### src/bba_pkg.sv
// ----------------------------------------------------------------------------
// bba_pkg: shared types and constants of the buddy block allocator
// Level count, field widths, codes and the control bundle to the level cells.
// ----------------------------------------------------------------------------
package bba_pkg;

  // pool geometry
  localparam int MAX_LEVEL = 40;
  localparam int LEVELS    = MAX_LEVEL + 1;
  localparam int ADDR_W    = 48;
  localparam int OPND_W    = ADDR_W + 1;
  localparam int LVL_W     = 6;
  localparam int HDR_W     = 5;
  localparam int CFG_W     = 6;
  localparam int RSV_W     = 12;

  // opcodes
  localparam logic OP_INIT  = 1'b0;
  localparam logic OP_ALLOC = 1'b1;

  // register indexes
  localparam logic CFG_HEADER = 1'b0;
  localparam logic CFG_MINLVL = 1'b1;

  // status codes
  localparam logic [1:0] ST_OK     = 2'd0;
  localparam logic [1:0] ST_NOBLK  = 2'd1;
  localparam logic [1:0] ST_TOOBIG = 2'd2;

  // command to every level cell
  typedef enum logic [2:0] {
    CC_NONE,
    CC_CMP,
    CC_CLEAR,
    CC_PLACE,
    CC_COMMIT
  } cell_cmd_t;

  typedef struct packed {
    cell_cmd_t           cmd;
    logic [OPND_W-1:0]   operand;
    logic [ADDR_W-1:0]   base;
  } cell_ctl_t;

  // sequencer states
  typedef enum logic [2:0] {
    S_IDLE,
    S_PREP,
    S_CMP,
    S_PLACE,
    S_PICK,
    S_COMMIT,
    S_OUT
  } seq_state_t;

endpackage

### src/bba_cell.sv
// ----------------------------------------------------------------------------
// bba_cell: one level of the allocator
// Holds the free flag and free block address of its level, compares the
// broadcast operand against its block size and talks to its neighbors.
// ----------------------------------------------------------------------------
module bba_cell
  import bba_pkg::*;
(
  input  logic              clk,
  input  logic              rst_n,
  input  logic [LVL_W-1:0]  cell_level,
  input  logic [LVL_W-1:0]  min_level,
  input  cell_ctl_t         ctl,
  input  logic              found,
  input  logic              split,
  input  logic              lo_elig_i,
  input  logic              hi_lt_i,
  output logic              lt_o,
  output logic              elig_o,
  output logic              first_o,
  output logic              has_free_o,
  output logic [ADDR_W-1:0] addr_o
);

  logic              lt_r;
  logic              has_free_r;
  logic [ADDR_W-1:0] addr_r;
  logic [OPND_W-1:0] size_w;
  logic [ADDR_W-1:0] buddy_w;
  logic              top_w;

  // block size of this level and address of the buddy left by a split
  assign size_w  = OPND_W'(1) << cell_level;
  assign buddy_w = ctl.base | (ADDR_W'(1) << cell_level);

  // operand below the block size of this level
  always_ff @(posedge clk) begin
    if (ctl.cmd == CC_CMP) begin
      lt_r <= (ctl.operand < size_w);
    end
  end

  // free flag
  always_ff @(posedge clk) begin
    if (!rst_n) begin
      has_free_r <= 1'b0;
    end else begin
      unique case (ctl.cmd)
        CC_CLEAR:  has_free_r <= 1'b0;
        CC_PLACE:  has_free_r <= top_w;
        CC_COMMIT: begin
          if (found) begin
            has_free_r <= 1'b0;
          end else if (split) begin
            has_free_r <= 1'b1;
          end
        end
        default:   has_free_r <= has_free_r;
      endcase
    end
  end

  // free block address
  always_ff @(posedge clk) begin
    if (ctl.cmd == CC_PLACE && top_w) begin
      addr_r <= '0;
    end else if (ctl.cmd == CC_COMMIT && split && !found) begin
      addr_r <= buddy_w;
    end
  end

  // level fits the request and is allowed
  assign elig_o     = lt_r && (cell_level >= min_level) && (cell_level != '0);
  // smallest allowed level: lower neighbor not eligible
  assign first_o    = elig_o && !lo_elig_i;
  // pool level: size reaches this level but not the next
  assign top_w      = !lt_r && hi_lt_i;
  assign lt_o       = lt_r;
  assign has_free_o = has_free_r;
  assign addr_o     = addr_r;

endmodule

### config.mk
export PLATFORM = sky130hd
export DESIGN_NAME = bba_cell
export DESIGN_NICKNAME = d
export VERILOG_FILES = /design/src/bba_pkg.sv /design/src/bba_cell.sv
export SDC_FILE = /design/constraint.sdc
export NUM_CORES = 1
export LEC_CHECK = 0
export ABC_AREA = 1
export BUFFER_PORTS_ARGS = -buffer_cell sky130_fd_sc_hd__buf_2
export CORE_UTILIZATION = 45
export CTS_CLUSTER_DIAMETER = 150
export DETAILED_ROUTE_END_ITERATION = 10
export PLACE_DENSITY = 0.89
export SETUP_SLACK_MARGIN = 0.5
export SLEW_MARGIN = 20
export SYNTH_ARGS = -nofsm -noshare
export SYNTH_HDL_FRONTEND = slang
export SYNTH_SLANG_ARGS = --single-unit
### constraint.sdc
create_clock -name clk -period 4.6 [get_ports clk]
set_input_delay 1.38 -clock clk [delete_from_list [all_inputs] [get_ports clk]]
set_output_delay 1.38 -clock clk [all_outputs]
set_load 0.005 [all_outputs]
==> out/metrics.yaml <==
status: "finished clean"
cts_buffer_depth: 2
cp-end-kind: "output port"
wl_met1_mm: 4.81
fp-row-count: 32
via_per_inst: 5.29
yosysWarningCount: 0
synth_area_um2: 3720
fin_nets: 868
htreeDepth: 2
p_leak_nw: 2.45
dieArea_um2: 8650
clock_latency_ns: 0.31
multi_input_area_um2: 2360
setup_tns_ns: 0
worstSetupEndpoint: "first_o"
met3_length_um: 895
r2r-start: "lt_o"
cts_tree: "yes"
setup_viol: 0
p_sw_uw: 407
ios: 170
fin_crit_ns: 4.03
synth-seq-area-share_pct: 27.1
cp_max_fo: 22
clockPowerShare_pct: 24.6
drv_slew: 0
hold_viol: 0
cts_buffers: 5
met2_length_mm: 5.42
fin_skew_ns: 0.00454
required_ns: 3.22
antenna_found_initial: 0
rr_endpoint: "has_free_o"
gp_congestion: 0.946
n_antenna_cell: 0
r2r_slack_ns: 3.18
clockRootBuffer: "clkbuf_8"
die_w_um: 93.0
grt_max_degree: 65
critPathKind: "in2out"
layout-drive-gt1-share_pct: 27.4
globalRouteTotalUtil_pct: 26.5
dp_hpwl_mm: 9.38
nFillCells: 759
numPortBuffers: 169
regArea_um2: 1010
avgSynthCellArea_um2: 6.87
drc: 0
synth_cell_types: 31
cp-start-kind: "input port"
hold_class: "reg2reg"
rsz0062_at_grt: "no"
num_vias: 4226
holdBufCountCts: 0
min_from: "has_free_o"
post_cts_resized: 0
swShare_pct: 31.1
wl_per_cell_um: 14.3
ant_nets: 0
synthCells: 542
grt_first_pass_wirelength_mm: 18.2
timing.final.crit_share_pct: 87.7
highest_layer: "met4"
relSlewSlack_pct: 50.3
syn_nets: 714
p_int_uw: 902
p_comb_share_pct: 30.4
area_growth_pct: 26.2
critPathArrivalTime_ns: 2.65
clock-sinks: 50
firstDrtPassIters: 5
clock.fmax_mhz: 248
ir_drop_v: 0.000153
wl_mm: 11.4
clk_pin_slew_ns: 0.10
grt_pass1_vias: 3949
p_seq_share_pct: 45.0
die_h_um: 93.0
layoutNonFillerInstCount: 799
cts_setup_buffers: 0
power_mw: 1.31
start_util_pct: 47.5
r2r_cells: 6
dp.cells: 791
drtIter0Drc: 241
cp-startpoint: "cell_level[5]"
pwr_density_cell_nw_per_um2: 279
maxCapViolations: 0
grt_overflow: 0
ys_ff_latch: 50
core_um2: 7850
worstMarginPinSlew_ns: 0.745
## through the flow
step / area [um^2] / setup slack [ns] / util [%] / hold WS [ns]
after floorplan: 3720 / 1.06 / - / 0.440
after global placement: 4580 / 0.655 / 58.4 / 0.430
after detailed placement: 4580 / 0.604 / 58.4 / 0.440
after CTS: 4700 / 0.589 / 59.9 / 0.456
after global routing: 4700 / 0.536 / 59.9 / 0.470
final: 4700 / 0.566 / 59.9 / 0.459
## cells in the mapped netlist, drive strengths merged
cell type	instances	share of area, %
o211ai	14	2.8
nand3b	5	1.0
a21o	2	0.40
edfxtp	1	0.81
nand4	4	0.67
dfxtp	49	26
clkinv	1	0.13
o22ai	1	0.17
nor4	3	1.3
o21ai	39	5.2
nor3	9	2.0
nor2	70	7.3
nand2	114	11
nand3	28	3.9
clkbuf	6	0.64
ha	54	18
inv	58	5.8
o21a	1	0.20
buf	18	2.8
a21oi	64	8.6
a31oi	1	0.17
## power by group through the flow
stage | clock network, mW | registers (mW) | logic, mW
after floorplan | 0 | 0.607 | 0.187
after detailed placement | 0 | 0.597 | 0.397
final | 0.322 | 0.589 | 0.398
after global placement | 0 | 0.594 | 0.380
after CTS | 0.329 | 0.589 | 0.400
after global routing | 0.348 | 0.603 | 0.453
## layer usage
layer / up-vias / global-route usage, %
met2: 182 / 45.9
met3: 29 / 6.02
met1: 1895 / 32.3
met4: 0 / 8.85
met5: - / 0
li1: 2120 / -
## worst max-delay path, stage by stage
cell	delay (ns)
clkbuf_4	0.22
ha_1	0.35
nand2_1	0.08
o21ai_0	0.17
a21oi_1	0.08
nor4_1	0.21
buf_2	0.17
## worst min-delay path by stage
stage / cells past startpoint / slack, ns / end
final: 2 / 0.46 / has_free_o
after global routing: 2 / 0.47 / has_free_o
after CTS: 2 / 0.46 / has_free_o
after detailed placement: 2 / 0.44 / has_free_o
after global placement: 2 / 0.43 / has_free_o
after floorplan: 2 / 0.44 / has_free_o
## logic make-up after synthesis
group                      Yosys count  synth area share, %
and+or+nand+nor                    233                 27.7
AOI/OAI and AO/OA                  122                 17.6
buffers and inverters               83                 9.44
adders and majority gates           54                 18.1
DFF                                 50                 27.1
## placed cells by master, fill, tap and decap left out, types with 4 or more instances in the layout
master / instances
nand3b_1: 5
nand3_1: 27
ha_1: 54
a21oi_1: 64
buf_2: 168
dfxtp_1: 49
nor3_2: 4
o21ai_0: 33
nand4_1: 4
o21ai_1: 6
nor3_1: 4
o211ai_1: 14
inv_1: 56
clkbuf_8: 5
nor2_1: 69
nand2_1: 114
## state kept, by name, summed over array words and instances (netlist names)
register,flops
has_free_o,1
addr_o,48
lt_o,1
## layout make-up
type	count	share of cell area (%)
clock buffer	5	1.46
clock inverter	3	0.932
inverter	59	4.74
multi-input combinational	409	50.3
sequential	50	21.5
timing repair buffer	171	18.4
tap	102	2.72
(Power assumes the default switching activity.)
